## src/rtl/core/srps_pkg.sv

```systemverilog
// Package for the scaler ratio and phase set-up unit.
// Holds the request and result payload types, the sequencer states, the
// control structs and the 4x4 ratio code table. Depends on nothing.
`timescale 1ns / 1ps
`default_nettype none

package srps_pkg;

	localparam int DIM_W    = 12;
	localparam int FACTOR_W = 3;
	localparam int COUNT_W  = 14;
	localparam int CODE_W   = 8;
	localparam int SKIP_W   = 27;
	localparam int WEIGHT_W = 16;

	localparam logic signed [CODE_W-1:0] CODE_UP   = 8'sd100;
	localparam logic signed [CODE_W-1:0] CODE_DOWN = -8'sd100;

	localparam logic signed [CODE_W-1:0] RATIO_CODE [16] = '{
		8'sd1,  8'sd2,  8'sd3,  8'sd4,
		-8'sd2, 8'sd1,  8'sd5,  8'sd2,
		-8'sd3, -8'sd5, 8'sd1,  8'sd6,
		-8'sd4, -8'sd2, -8'sd6, 8'sd1
	};

	typedef struct packed {
		logic [DIM_W-1:0]    pic_width;
		logic [DIM_W-1:0]    pic_height;
		logic [DIM_W-1:0]    draw_width;
		logic [DIM_W-1:0]    draw_height;
		logic [FACTOR_W-1:0] h_factor;
		logic [FACTOR_W-1:0] h_factor_max;
		logic [FACTOR_W-1:0] v_factor;
		logic [FACTOR_W-1:0] v_factor_max;
		logic [DIM_W-1:0]    out_left;
		logic [DIM_W-1:0]    out_top;
		logic [DIM_W-1:0]    out_width;
	} req_t;

	typedef struct packed {
		logic [COUNT_W-1:0]         h_from;
		logic [COUNT_W-1:0]         h_to;
		logic [COUNT_W-1:0]         v_from;
		logic [COUNT_W-1:0]         v_to;
		logic signed [CODE_W-1:0]   h_code;
		logic signed [CODE_W-1:0]   v_code;
		logic [SKIP_W-1:0]          row_skip;
		logic [SKIP_W-1:0]          col_skip;
		logic signed [WEIGHT_W-1:0] v_weight;
		logic signed [WEIGHT_W-1:0] h_weight;
		logic [SKIP_W-1:0]          span_width;
	} res_t;

	typedef enum logic [4:0] {
		S_IDLE, S_FR, S_TO, S_MB, S_WB, S_MA, S_WA, S_QF, S_WQF, S_QT, S_WQT,
		S_P1, S_D1, S_W1, S_P2, S_D2, S_W2, S_NEXT, S_OUT
	} state_t;

	typedef struct packed {
		logic div_done;
		logic rem_zero;
		logic up;
		logic t_pos;
		logic last_axis;
	} status_t;

	typedef struct packed {
		state_t state;
		logic   div_start;
		logic   req_ready;
		logic   res_valid;
	} ctrl_t;

endpackage

`default_nettype wire

```

## src/rtl/core/srps_div.sv

```systemverilog
// Shared restoring divider, one quotient bit per cycle.
// Gives quotient and remainder of an unsigned dividend by an unsigned divisor.
// Depends on nothing.
`timescale 1ns / 1ps
`default_nettype none

module srps_div #(
	parameter int NW = 29,
	parameter int VW = 16
) (
	input  wire logic          clk,
	input  wire logic          arst_n,
	input  wire logic          start,
	input  wire logic [NW-1:0] dividend,
	input  wire logic [VW-1:0] divisor,
	output logic               done,
	output logic [NW-1:0]      quot,
	output logic [VW-1:0]      rem
);

	localparam int CNTW = $clog2(NW + 1);

	logic [CNTW-1:0] cnt_q;
	logic            busy_q;
	logic            done_q;
	logic [NW-1:0]   q_q;
	logic [VW-1:0]   r_q;
	logic [VW-1:0]   d_q;
	logic [VW:0]     trial;
	logic [VW:0]     diff;

	assign trial = {r_q, q_q[NW-1]};
	assign diff  = trial - {1'b0, d_q};

	always_ff @(posedge clk or negedge arst_n) begin
		if (!arst_n) begin
			busy_q <= 1'b0;
			done_q <= 1'b0;
			cnt_q  <= '0;
		end else begin
			done_q <= 1'b0;
			if (start) begin
				busy_q <= 1'b1;
				cnt_q  <= CNTW'(NW);
			end else if (busy_q) begin
				cnt_q <= cnt_q - 1'b1;
				if (cnt_q == CNTW'(1)) begin
					busy_q <= 1'b0;
					done_q <= 1'b1;
				end
			end
		end
	end

	always_ff @(posedge clk) begin
		if (start) begin
			q_q <= dividend;
			d_q <= divisor;
			r_q <= '0;
		end else if (busy_q) begin
			if (!diff[VW]) begin
				r_q <= diff[VW-1:0];
				q_q <= {q_q[NW-2:0], 1'b1};
			end else begin
				r_q <= trial[VW-1:0];
				q_q <= {q_q[NW-2:0], 1'b0};
			end
		end
	end

	assign done = done_q;
	assign quot = q_q;
	assign rem  = r_q;

endmodule

`default_nettype wire

```

## src/rtl/core/srps_ctrl.sv

```systemverilog
// Sequencer of the set-up unit: steps both axes through Euclid, reduction,
// skip and weight, and the second axis also through span. Depends on srps_pkg.
`timescale 1ns / 1ps
`default_nettype none

module srps_ctrl (
	input  wire logic              clk,
	input  wire logic              arst_n,
	input  wire logic              req_valid,
	input  wire logic              res_ready,
	input  wire srps_pkg::status_t status,
	output srps_pkg::ctrl_t        ctrl
);

	import srps_pkg::*;

	state_t state_q;
	state_t state_d;
	logic   skip_div;

	assign skip_div = status.up && !status.t_pos;

	always_ff @(posedge clk or negedge arst_n) begin
		if (!arst_n) begin
			state_q <= S_IDLE;
		end else begin
			state_q <= state_d;
		end
	end

	always_comb begin
		state_d = state_q;
		unique case (state_q)
			S_IDLE: if (req_valid) state_d = S_FR;
			S_FR:   state_d = S_TO;
			S_TO:   state_d = S_MB;
			S_MB:   state_d = S_WB;
			S_WB:   if (status.div_done) state_d = status.rem_zero ? S_QF : S_MA;
			S_MA:   state_d = S_WA;
			S_WA:   if (status.div_done) state_d = status.rem_zero ? S_QF : S_MB;
			S_QF:   state_d = S_WQF;
			S_WQF:  if (status.div_done) state_d = S_QT;
			S_QT:   state_d = S_WQT;
			S_WQT:  if (status.div_done) state_d = S_P1;
			S_P1:   state_d = S_D1;
			S_D1: begin
				if (skip_div) state_d = status.last_axis ? S_P2 : S_NEXT;
				else state_d = S_W1;
			end
			S_W1:   if (status.div_done) state_d = status.last_axis ? S_P2 : S_NEXT;
			S_P2:   state_d = S_D2;
			S_D2:   state_d = skip_div ? S_NEXT : S_W2;
			S_W2:   if (status.div_done) state_d = S_NEXT;
			S_NEXT: state_d = status.last_axis ? S_OUT : S_FR;
			S_OUT:  if (res_ready) state_d = S_IDLE;
			default: state_d = S_IDLE;
		endcase
	end

	always_comb begin
		ctrl.state     = state_q;
		ctrl.req_ready = (state_q == S_IDLE);
		ctrl.res_valid = (state_q == S_OUT);
		unique case (state_q)
			S_MB, S_MA, S_QF, S_QT: ctrl.div_start = 1'b1;
			S_D1, S_D2:             ctrl.div_start = !skip_div;
			default:                ctrl.div_start = 1'b0;
		endcase
	end

endmodule

`default_nettype wire

```

## src/rtl/core/scaler_ratio_phase_setup_unit.sv

```systemverilog
// Top level of the scaler ratio and phase set-up unit: datapath registers,
// the shared multiplier and the result register. Depends on srps_pkg,
// srps_div and srps_ctrl.
//
//  Channel | Signals                     | Direction | Payload
//  request | req_valid, req_ready, req   | in        | srps_pkg::req_t
//  result  | res_valid, res_ready, res   | out       | srps_pkg::res_t
//
// Euclid needs one division per remainder step, so the number of steps sets
// how long a request takes.
// The block takes no request while one is in work or its result waits.
// Reset clears the sequencer; a stalled result is held until taken.
`timescale 1ns / 1ps
`default_nettype none

module scaler_ratio_phase_setup_unit #(
	parameter int DIM_BITS = 12
) (
	input  wire logic           clk,
	input  wire logic           arst_n,
	input  wire logic           req_valid,
	output logic                req_ready,
	input  wire srps_pkg::req_t req,
	output logic                res_valid,
	input  wire logic           res_ready,
	output srps_pkg::res_t      res
);

	import srps_pkg::*;

	localparam int D  = DIM_BITS;
	localparam int CW = D + 3;
	localparam int PW = 2 * D + 4;
	localparam int NW = 2 * D + 5;
	localparam int VW = D + 4;
	localparam int XW = NW + 29;

	ctrl_t   ctrl;
	status_t status;

	req_t            req_q;
	logic            ax_q;
	logic [CW-1:0]   fr_q, to_q, ea_q, eb_q, g_q;
	logic [PW-1:0]   p_q;
	logic [NW-1:0]   n_q;
	logic [NW:0]     m_q;
	logic signed [NW:0] wt_q;
	res_t            res_q;

	logic [D-1:0]    pic_w, pic_h, drw_w, drw_h, left, top_y, wid;
	logic [FACTOR_W-1:0] hf, hm, vf, vm;
	logic [D:0]      lw;
	logic            up, t_pos;
	logic signed [CW:0] w_s;
	logic signed [NW:0] t_s;
	logic [CW-1:0]   mul_a;
	logic [D:0]      mul_b;
	logic [PW-1:0]   prod;
	logic [NW-1:0]   dvd;
	logic [VW-1:0]   dvs;
	logic            div_done;
	logic [NW-1:0]   quot;
	logic [VW-1:0]   rem;
	logic [VW-1:0]   rsel;
	logic signed [NW+1:0] span_s;

	function automatic logic [D-1:0] nz_dim(input logic [DIM_W-1:0] x);
		logic [D-1:0] v;
		v = D'(x);
		nz_dim = (v == '0) ? D'(1) : v;
	endfunction

	function automatic logic [FACTOR_W-1:0] nz_fac(input logic [FACTOR_W-1:0] x);
		nz_fac = (x == '0) ? FACTOR_W'(1) : x;
	endfunction

	function automatic logic [COUNT_W-1:0] sat_cnt(input logic [NW:0] x);
		logic [XW-1:0] xe;
		xe = XW'(x);
		sat_cnt = (xe[XW-1:COUNT_W] != '0) ? '1 : xe[COUNT_W-1:0];
	endfunction

	function automatic logic [SKIP_W-1:0] sat_skip(input logic [NW:0] x);
		logic [XW-1:0] xe;
		xe = XW'(x);
		sat_skip = (xe[XW-1:SKIP_W] != '0) ? '1 : xe[SKIP_W-1:0];
	endfunction

	function automatic logic signed [WEIGHT_W-1:0] sat_wt(input logic signed [NW:0] x);
		if (x > $signed((NW+1)'(32767))) sat_wt = 16'sh7fff;
		else if (x < -$signed((NW+1)'(32768))) sat_wt = 16'sh8000;
		else sat_wt = x[WEIGHT_W-1:0];
	endfunction

	function automatic logic signed [CODE_W-1:0] code_of(input logic [CW-1:0] f,
			input logic [CW-1:0] t);
		logic [1:0] fi;
		logic [1:0] ti;
		fi = 2'(f - CW'(1));
		ti = 2'(t - CW'(1));
		if (f >= CW'(1) && f <= CW'(4) && t >= CW'(1) && t <= CW'(4)) begin
			code_of = RATIO_CODE[{fi, ti}];
		end else begin
			code_of = (f <= t) ? CODE_UP : CODE_DOWN;
		end
	endfunction

	assign pic_w = nz_dim(req_q.pic_width);
	assign pic_h = nz_dim(req_q.pic_height);
	assign drw_w = nz_dim(req_q.draw_width);
	assign drw_h = nz_dim(req_q.draw_height);
	assign hf    = nz_fac(req_q.h_factor);
	assign hm    = nz_fac(req_q.h_factor_max);
	assign vf    = nz_fac(req_q.v_factor);
	assign vm    = nz_fac(req_q.v_factor_max);
	assign left  = D'(req_q.out_left);
	assign top_y = D'(req_q.out_top);
	assign wid   = D'(req_q.out_width);
	assign lw    = {1'b0, left} + {1'b0, wid};

	assign up    = to_q > fr_q;
	assign w_s   = $signed({1'b0, to_q}) - $signed({1'b0, fr_q});
	assign t_s   = $signed({1'b0, p_q, 1'b0}) - $signed({{(NW-CW){w_s[CW]}}, w_s});
	assign t_pos = !t_s[NW] && (t_s != '0);

	always_comb begin
		unique case (ctrl.state)
			S_FR: begin
				mul_a = CW'(ax_q ? hf : vf);
				mul_b = (D+1)'(ax_q ? pic_w : pic_h);
			end
			S_TO: begin
				mul_a = CW'(ax_q ? hm : vm);
				mul_b = (D+1)'(ax_q ? drw_w : drw_h);
			end
			S_P1: begin
				mul_a = fr_q;
				mul_b = (D+1)'(ax_q ? left : top_y);
			end
			default: begin
				mul_a = fr_q;
				mul_b = lw;
			end
		endcase
	end

	assign prod = PW'(mul_a) * PW'(mul_b);

	always_comb begin
		unique case (ctrl.state)
			S_MB: begin
				dvd = NW'(eb_q);
				dvs = VW'(ea_q);
			end
			S_MA: begin
				dvd = NW'(ea_q);
				dvs = VW'(eb_q);
			end
			S_QF: begin
				dvd = NW'(fr_q);
				dvs = VW'(g_q);
			end
			S_QT: begin
				dvd = NW'(to_q);
				dvs = VW'(g_q);
			end
			default: begin
				dvd = up ? t_s[NW-1:0] : NW'(p_q);
				dvs = up ? {to_q, 1'b0} : VW'(to_q);
			end
		endcase
	end

	srps_div #(
		.NW(NW),
		.VW(VW)
	) u_div (
		.clk      (clk),
		.arst_n   (arst_n),
		.start    (ctrl.div_start),
		.dividend (dvd),
		.divisor  (dvs),
		.done     (div_done),
		.quot     (quot),
		.rem      (rem)
	);

	assign status.div_done  = div_done;
	assign status.rem_zero  = (rem == '0);
	assign status.up        = up;
	assign status.t_pos     = t_pos;
	assign status.last_axis = ax_q;

	srps_ctrl u_ctrl (
		.clk       (clk),
		.arst_n    (arst_n),
		.req_valid (req_valid),
		.res_ready (res_ready),
		.status    (status),
		.ctrl      (ctrl)
	);

	assign rsel   = (rem == '0) ? VW'(fr_q) : rem;
	assign span_s = $signed({1'b0, m_q}) - $signed({2'b0, n_q});

	always_ff @(posedge clk or negedge arst_n) begin
		if (!arst_n) begin
			ax_q <= 1'b0;
		end else begin
			if (ctrl.state == S_IDLE) ax_q <= 1'b0;
			else if (ctrl.state == S_NEXT) ax_q <= 1'b1;
		end
	end

	always_ff @(posedge clk) begin
		unique case (ctrl.state)
			S_IDLE: if (req_valid) req_q <= req;
			S_FR: begin
				fr_q <= prod[CW-1:0];
				ea_q <= prod[CW-1:0];
			end
			S_TO: begin
				to_q <= prod[CW-1:0];
				eb_q <= prod[CW-1:0];
			end
			S_WB: begin
				if (div_done) begin
					eb_q <= rem[CW-1:0];
					g_q  <= ea_q;
				end
			end
			S_WA: begin
				if (div_done) begin
					ea_q <= rem[CW-1:0];
					g_q  <= eb_q;
				end
			end
			S_WQF: if (div_done) fr_q <= quot[CW-1:0];
			S_WQT: if (div_done) to_q <= quot[CW-1:0];
			S_P1, S_P2: p_q <= prod;
			S_D1: begin
				if (up && !t_pos) begin
					n_q  <= '0;
					wt_q <= -t_s;
				end
			end
			S_W1: begin
				if (div_done) begin
					n_q <= quot;
					if (up) wt_q <= -$signed((NW+1)'(rem));
					else wt_q <= $signed((NW+1)'(rsel)) - $signed((NW+1)'(to_q));
				end
			end
			S_D2: if (up && !t_pos) m_q <= (NW+1)'(1);
			S_W2: begin
				if (div_done) begin
					if (up) m_q <= (NW+1)'(quot) + {{NW{1'b0}}, (quot < NW'(pic_w))};
					else m_q <= (NW+1)'(quot) + {{NW{1'b0}}, (rem != '0)};
				end
			end
			S_NEXT: begin
				if (ax_q) begin
					res_q.h_from     <= sat_cnt((NW+1)'(fr_q));
					res_q.h_to       <= sat_cnt((NW+1)'(to_q));
					res_q.h_code     <= code_of(fr_q, to_q);
					res_q.col_skip   <= sat_skip((NW+1)'(n_q));
					res_q.h_weight   <= sat_wt(wt_q);
					res_q.span_width <= span_s[NW+1] ? '0 : sat_skip(span_s[NW:0]);
				end else begin
					res_q.v_from   <= sat_cnt((NW+1)'(fr_q));
					res_q.v_to     <= sat_cnt((NW+1)'(to_q));
					res_q.v_code   <= code_of(fr_q, to_q);
					res_q.row_skip <= sat_skip((NW+1)'(n_q));
					res_q.v_weight <= sat_wt(wt_q);
				end
			end
			default: begin
			end
		endcase
	end

	assign req_ready = ctrl.req_ready;
	assign res_valid = ctrl.res_valid;
	assign res       = res_q;

endmodule

`default_nettype wire

```

## config.mk

```make
export PLATFORM = sky130hd
export DESIGN_NAME = scaler_ratio_phase_setup_unit
export DESIGN_NICKNAME = d
export VERILOG_FILES = /design/src/rtl/core/srps_pkg.sv /design/src/rtl/core/srps_div.sv /design/src/rtl/core/srps_ctrl.sv /design/src/rtl/core/scaler_ratio_phase_setup_unit.sv
export SDC_FILE = /design/constraint.sdc
export NUM_CORES = 2
export LEC_CHECK = 0
export BUFFER_PORTS_ARGS = -buffer_cell sky130_fd_sc_hd__buf_2
export CAP_MARGIN = 20
export CELL_PAD_IN_SITES_DETAIL_PLACEMENT = 2
export CELL_PAD_IN_SITES_GLOBAL_PLACEMENT = 2
export CORE_MARGIN = 2
export CORE_UTILIZATION = 40
export DETAILED_ROUTE_END_ITERATION = 8
export PLACE_DENSITY_LB_ADDON = 0.1
export SYNTH_ARGS = -nofsm -noshare
export SYNTH_HDL_FRONTEND = slang
export SYNTH_SLANG_ARGS = --single-unit
export TNS_END_PERCENT = 10
```

## constraint.sdc

```tcl
create_clock -name clk -period 13.15 [get_ports clk]
set_input_delay 2.63 -clock clk [delete_from_list [all_inputs] [get_ports clk]]
set_output_delay 2.63 -clock clk [all_outputs]
set_load 0.01 [all_outputs]
```

==> flow_summary_export.csv <==
group,metric,value,unit
outcome,outcome,"finished, final reports clean",
clocking,htreeDepth,2,
placement,post-dp-hpwl,107,mm
sta,max_slew.worst_pin.slew,1.13,ns
sta,final_period_minus_worst_setup_slack,9.65,ns
grt,antenna_violations_before_repair,2,
finish,n_fill_cell,9197,
finish,multiInputGateArea,18200,um^2
grt,wire_length_of_the_first_global_routing_pass,207,mm
worst_setup_path,worst-r2r-cell-count,30,
logic_synthesis,yosysMostFrequentCell,"sky130_fd_sc_hd__edfxtp_1",
floorplanning,floorplan.die.width,304,um
clocking,cts_stage_hold_buffer_count,0,
clocking,cts_max_path_buffers,3,
clocking,cts.clk_slew.worst_paths,0.07,ns
worst_setup_path,cp_data_required_time,13.56,ns
detailed_routing,drt_wl_total,139,mm
sta,drv_slew,0,
logic_synthesis,dominantRegCellSynth,"sky130_fd_sc_hd__edfxtp_1",
clocking,num_cts_buffers,60,
grt,groute.layer.met1.usage,0.394,
sta,fin_hold_viols,0,
detailed_routing,dr_total_vias,28900,
floorplanning,initial_utilization,0.405,
worst_setup_path,r2r_slack,3.50,ns
worst_setup_path,critPathLaunchType,"register",
sta,rsz_0062_raised_after_global_routing,"false",
worst_setup_path,worst-endpoint-arrival,10.06,ns
worst_setup_path,cp_common_cell,"sky130_fd_sc_hd__inv_1",
grt,first_global_vias,31500,
worst_hold_path,min_delay_worst_endpoint,"u_div.cnt_q[4]$_DFFE_PN0P_",
sta,maxSlewHeadroom,0.242,
worst_setup_path,worstPathMaxFanout,31,
floorplanning,die_area,92300,um^2
finish,layout.nets,4194,
floorplanning,fp-row-count,109,
detailed_routing,ant_nets,0,
detailed_routing,remaining_drc_errors,0,
worst_setup_path,slowest_delay,0.73,ns
detailed_routing,detail_route.iter0.violations,2049,
placement,numPortBuffers,286,
sta,skew,0.0342,ns
clocking,postCtsSetupRepairBufs,0,
worst_setup_path,timing.critical_path.slowest_stage_cell,"sky130_fd_sc_hd__dfrtp_1",
logic_synthesis,synth_cell_type_count,90,
clocking,cts_root_buf,"sky130_fd_sc_hd__clkbuf_16",
finish,flow.area_growth_from_synthesis,14.3,%
floorplanning,core,88800,um^2
logic_synthesis,netlist_instances,3457,
grt,grt_util_met3,0.0352,
logic_synthesis,synth_area_per_cell,10.4,um^2
detailed_routing,detail_route.first_pass.iterations,6,
finish,register_area,16000,um^2
logic_synthesis,seq_total_area_yosys,0.446,
clocking,cts.sinks,541,
placement,gp_congestion,0.914,
worst_hold_path,timing.hold.worst_path_depth,2,
logic_synthesis,flip_flop_and_latch_count_after_synthesis,541,
grt,grt_use_met2,0.505,
finish,final_layout_size_suffix_gt1_frac,0.158,
logic_synthesis,synth_top_cells_by_area,"sky130_fd_sc_hd__edfxtp_1, sky130_fd_sc_hd__fa_1, sky130_fd_sc_hd__ha_1",
logic_synthesis,synth_largest_type_area_fraction,0.428,
clocking,cts_repair_resize_count,0,
sta,setup_tns,0,ns
flow_run,max-cap-violations,0,
clocking,tritoncts,"built",
logic_synthesis,yosysWarnings,0,
finish,diodes,0,
logic_synthesis,synth_async_sr_flop_share,0.0240,
worst_hold_path,worst_hold_startpoint,"u_div.cnt_q[4]$_DFFE_PN0P_",
clocking,clk-insertion-delay-late,0.68,ns
detailed_routing,wl_per_cell,28.1,um
grt,pin_count_of_the_biggest_net_entering_global_routing,86,
grt,gr-max-usage-layer,"met2",
worst_setup_path,worst_flop_to_flop_path_endpoint,"p_q[27]$_DFFE_PP_",
worst_hold_path,hold_path_class,"register to register",
floorplanning,die_height,304,um
worst_setup_path,worst-setup-path-type,"register to register",
grt,grt_usage,0.296,
sta,maxClockFrequency,104,MHz
detailed_routing,vias_per_cell,5.84,
logic_synthesis,edff_count_synth,512,
logic_synthesis,synth.largest_area_cell,"sky130_fd_sc_hd__edfxtp_1",
floorplanning,io-pin-count,287,
sta,post-route-period-util,0.734,
grt,overflow,0,
sta,setup_viol,0,
worst_setup_path,endpoint_kind,"register",
logic_synthesis,netlist_area,35900,um^2
logic_synthesis,netlist_top_cells_count,"sky130_fd_sc_hd__edfxtp_1, sky130_fd_sc_hd__nand2_1, sky130_fd_sc_hd__inv_1",
logic_synthesis,syn_nets,3916,
worst_setup_path,regToRegStartpoint,"u_ctrl.state_q[0]$_DFFE_PN0P_",
[registers in the layout, indices dropped and copies added (netlist names), 16 cells and up]
name	cells
m_q	30
n_q	29
p_q	28
req_q	60
res	179
u_div.d_q	16
u_div.quot	29
u_div.rem	16
wt_q	30
[routing by layer]
metal  routed length (um)  vias to the layer above
li1                     -                    12900
met1                60100                    15000
met2                67600                      863
met3                 6730                      213
met4                 4610                        0
met5                    0                        -
[metrics by stage]
stage,util,setup slack (ns),area (um^2),std cells,hold WS (ns)
floorplan,-,3.89,35900,3457,0.488
global placement,0.439,4.00,38900,4834,0.508
detailed placement,0.439,3.63,38900,4834,0.531
CTS,0.462,3.52,41000,4947,0.548
global route,0.463,2.99,41100,4951,0.592
finish,0.463,3.50,41100,4951,0.557
[final cells by class]
| class | instances | share of cell area |
|---|---|---|
| timing repair buffer | 371 | 0.0518 |
| clock buffer | 72 | 0.0376 |
| inverter | 340 | 0.0310 |
| tap | 1165 | 0.0355 |
| sequential | 541 | 0.390 |
| multi-input combinational | 2421 | 0.442 |
| clock inverter | 41 | 0.0127 |
[worst max-delay path, delay by kind of cell, from the launching register on]
| kind | cells | cell delay (ns) |
|---|---|---|
| AND/OR/NAND/NOR | 5 | 1.57 |
| adder cells (fa/ha/maj) | 6 | 2.51 |
| AO/OA/AOI/OAI | 11 | 3.26 |
| flip-flops | 1 | 0.73 |
| buffers and inverters | 7 | 1.18 |
| XOR/XNOR | 1 | 0.09 |
[worst max-delay path by stage]
stage	start	to	depth (start not counted)
after floorplan	ax_q$_DFFE_PN0P_	res[100]$_DFFE_PP_	5
after global placement	u_ctrl.state_q[0]$_DFFE_PN0P_	p_q[27]$_DFFE_PP_	30
after detailed placement	u_ctrl.state_q[0]$_DFFE_PN0P_	p_q[27]$_DFFE_PP_	30
after CTS	u_ctrl.state_q[0]$_DFFE_PN0P_	p_q[27]$_DFFE_PP_	30
after global routing	u_ctrl.state_q[0]$_DFFE_PN0P_	p_q[27]$_DFFE_PP_	30
final	u_ctrl.state_q[0]$_DFFE_PN0P_	p_q[27]$_DFFE_PP_	30
[cell families after synthesis]
logic type | share of synthesized area
and+or+nand+nor | 0.132
AOI/OAI and AO/OA | 0.140
DFF | 0.446
buffers and inverters | 0.0539
adders and majority gates | 0.156
xor gates and xnor gates | 0.0448
muxes | 0.0269
[cells in the final DEF, fill, tap and decap left out, types with 44 or more instances in the layout]
cell                        count
sky130_fd_sc_hd__fa_1         149
sky130_fd_sc_hd__mux2_2        44
sky130_fd_sc_hd__o21ai_0      131
sky130_fd_sc_hd__and3_1        60
sky130_fd_sc_hd__xor2_1        83
sky130_fd_sc_hd__nand3_1       71
sky130_fd_sc_hd__mux2i_1       47
sky130_fd_sc_hd__inv_1        336
sky130_fd_sc_hd__clkbuf_16     60
sky130_fd_sc_hd__ha_1         210
sky130_fd_sc_hd__edfxtp_1     512
sky130_fd_sc_hd__a21o_1        60
sky130_fd_sc_hd__nor2_1       294
sky130_fd_sc_hd__buf_2        286
sky130_fd_sc_hd__buf_4         82
sky130_fd_sc_hd__nor3_1        49
sky130_fd_sc_hd__nand2_1      355
sky130_fd_sc_hd__a21oi_1      238
sky130_fd_sc_hd__xnor2_1      100
sky130_fd_sc_hd__a211oi_1      49
Power is not shown: default switching activity piles up to over one toggle a cycle in this logic, so the estimate is an artifact.
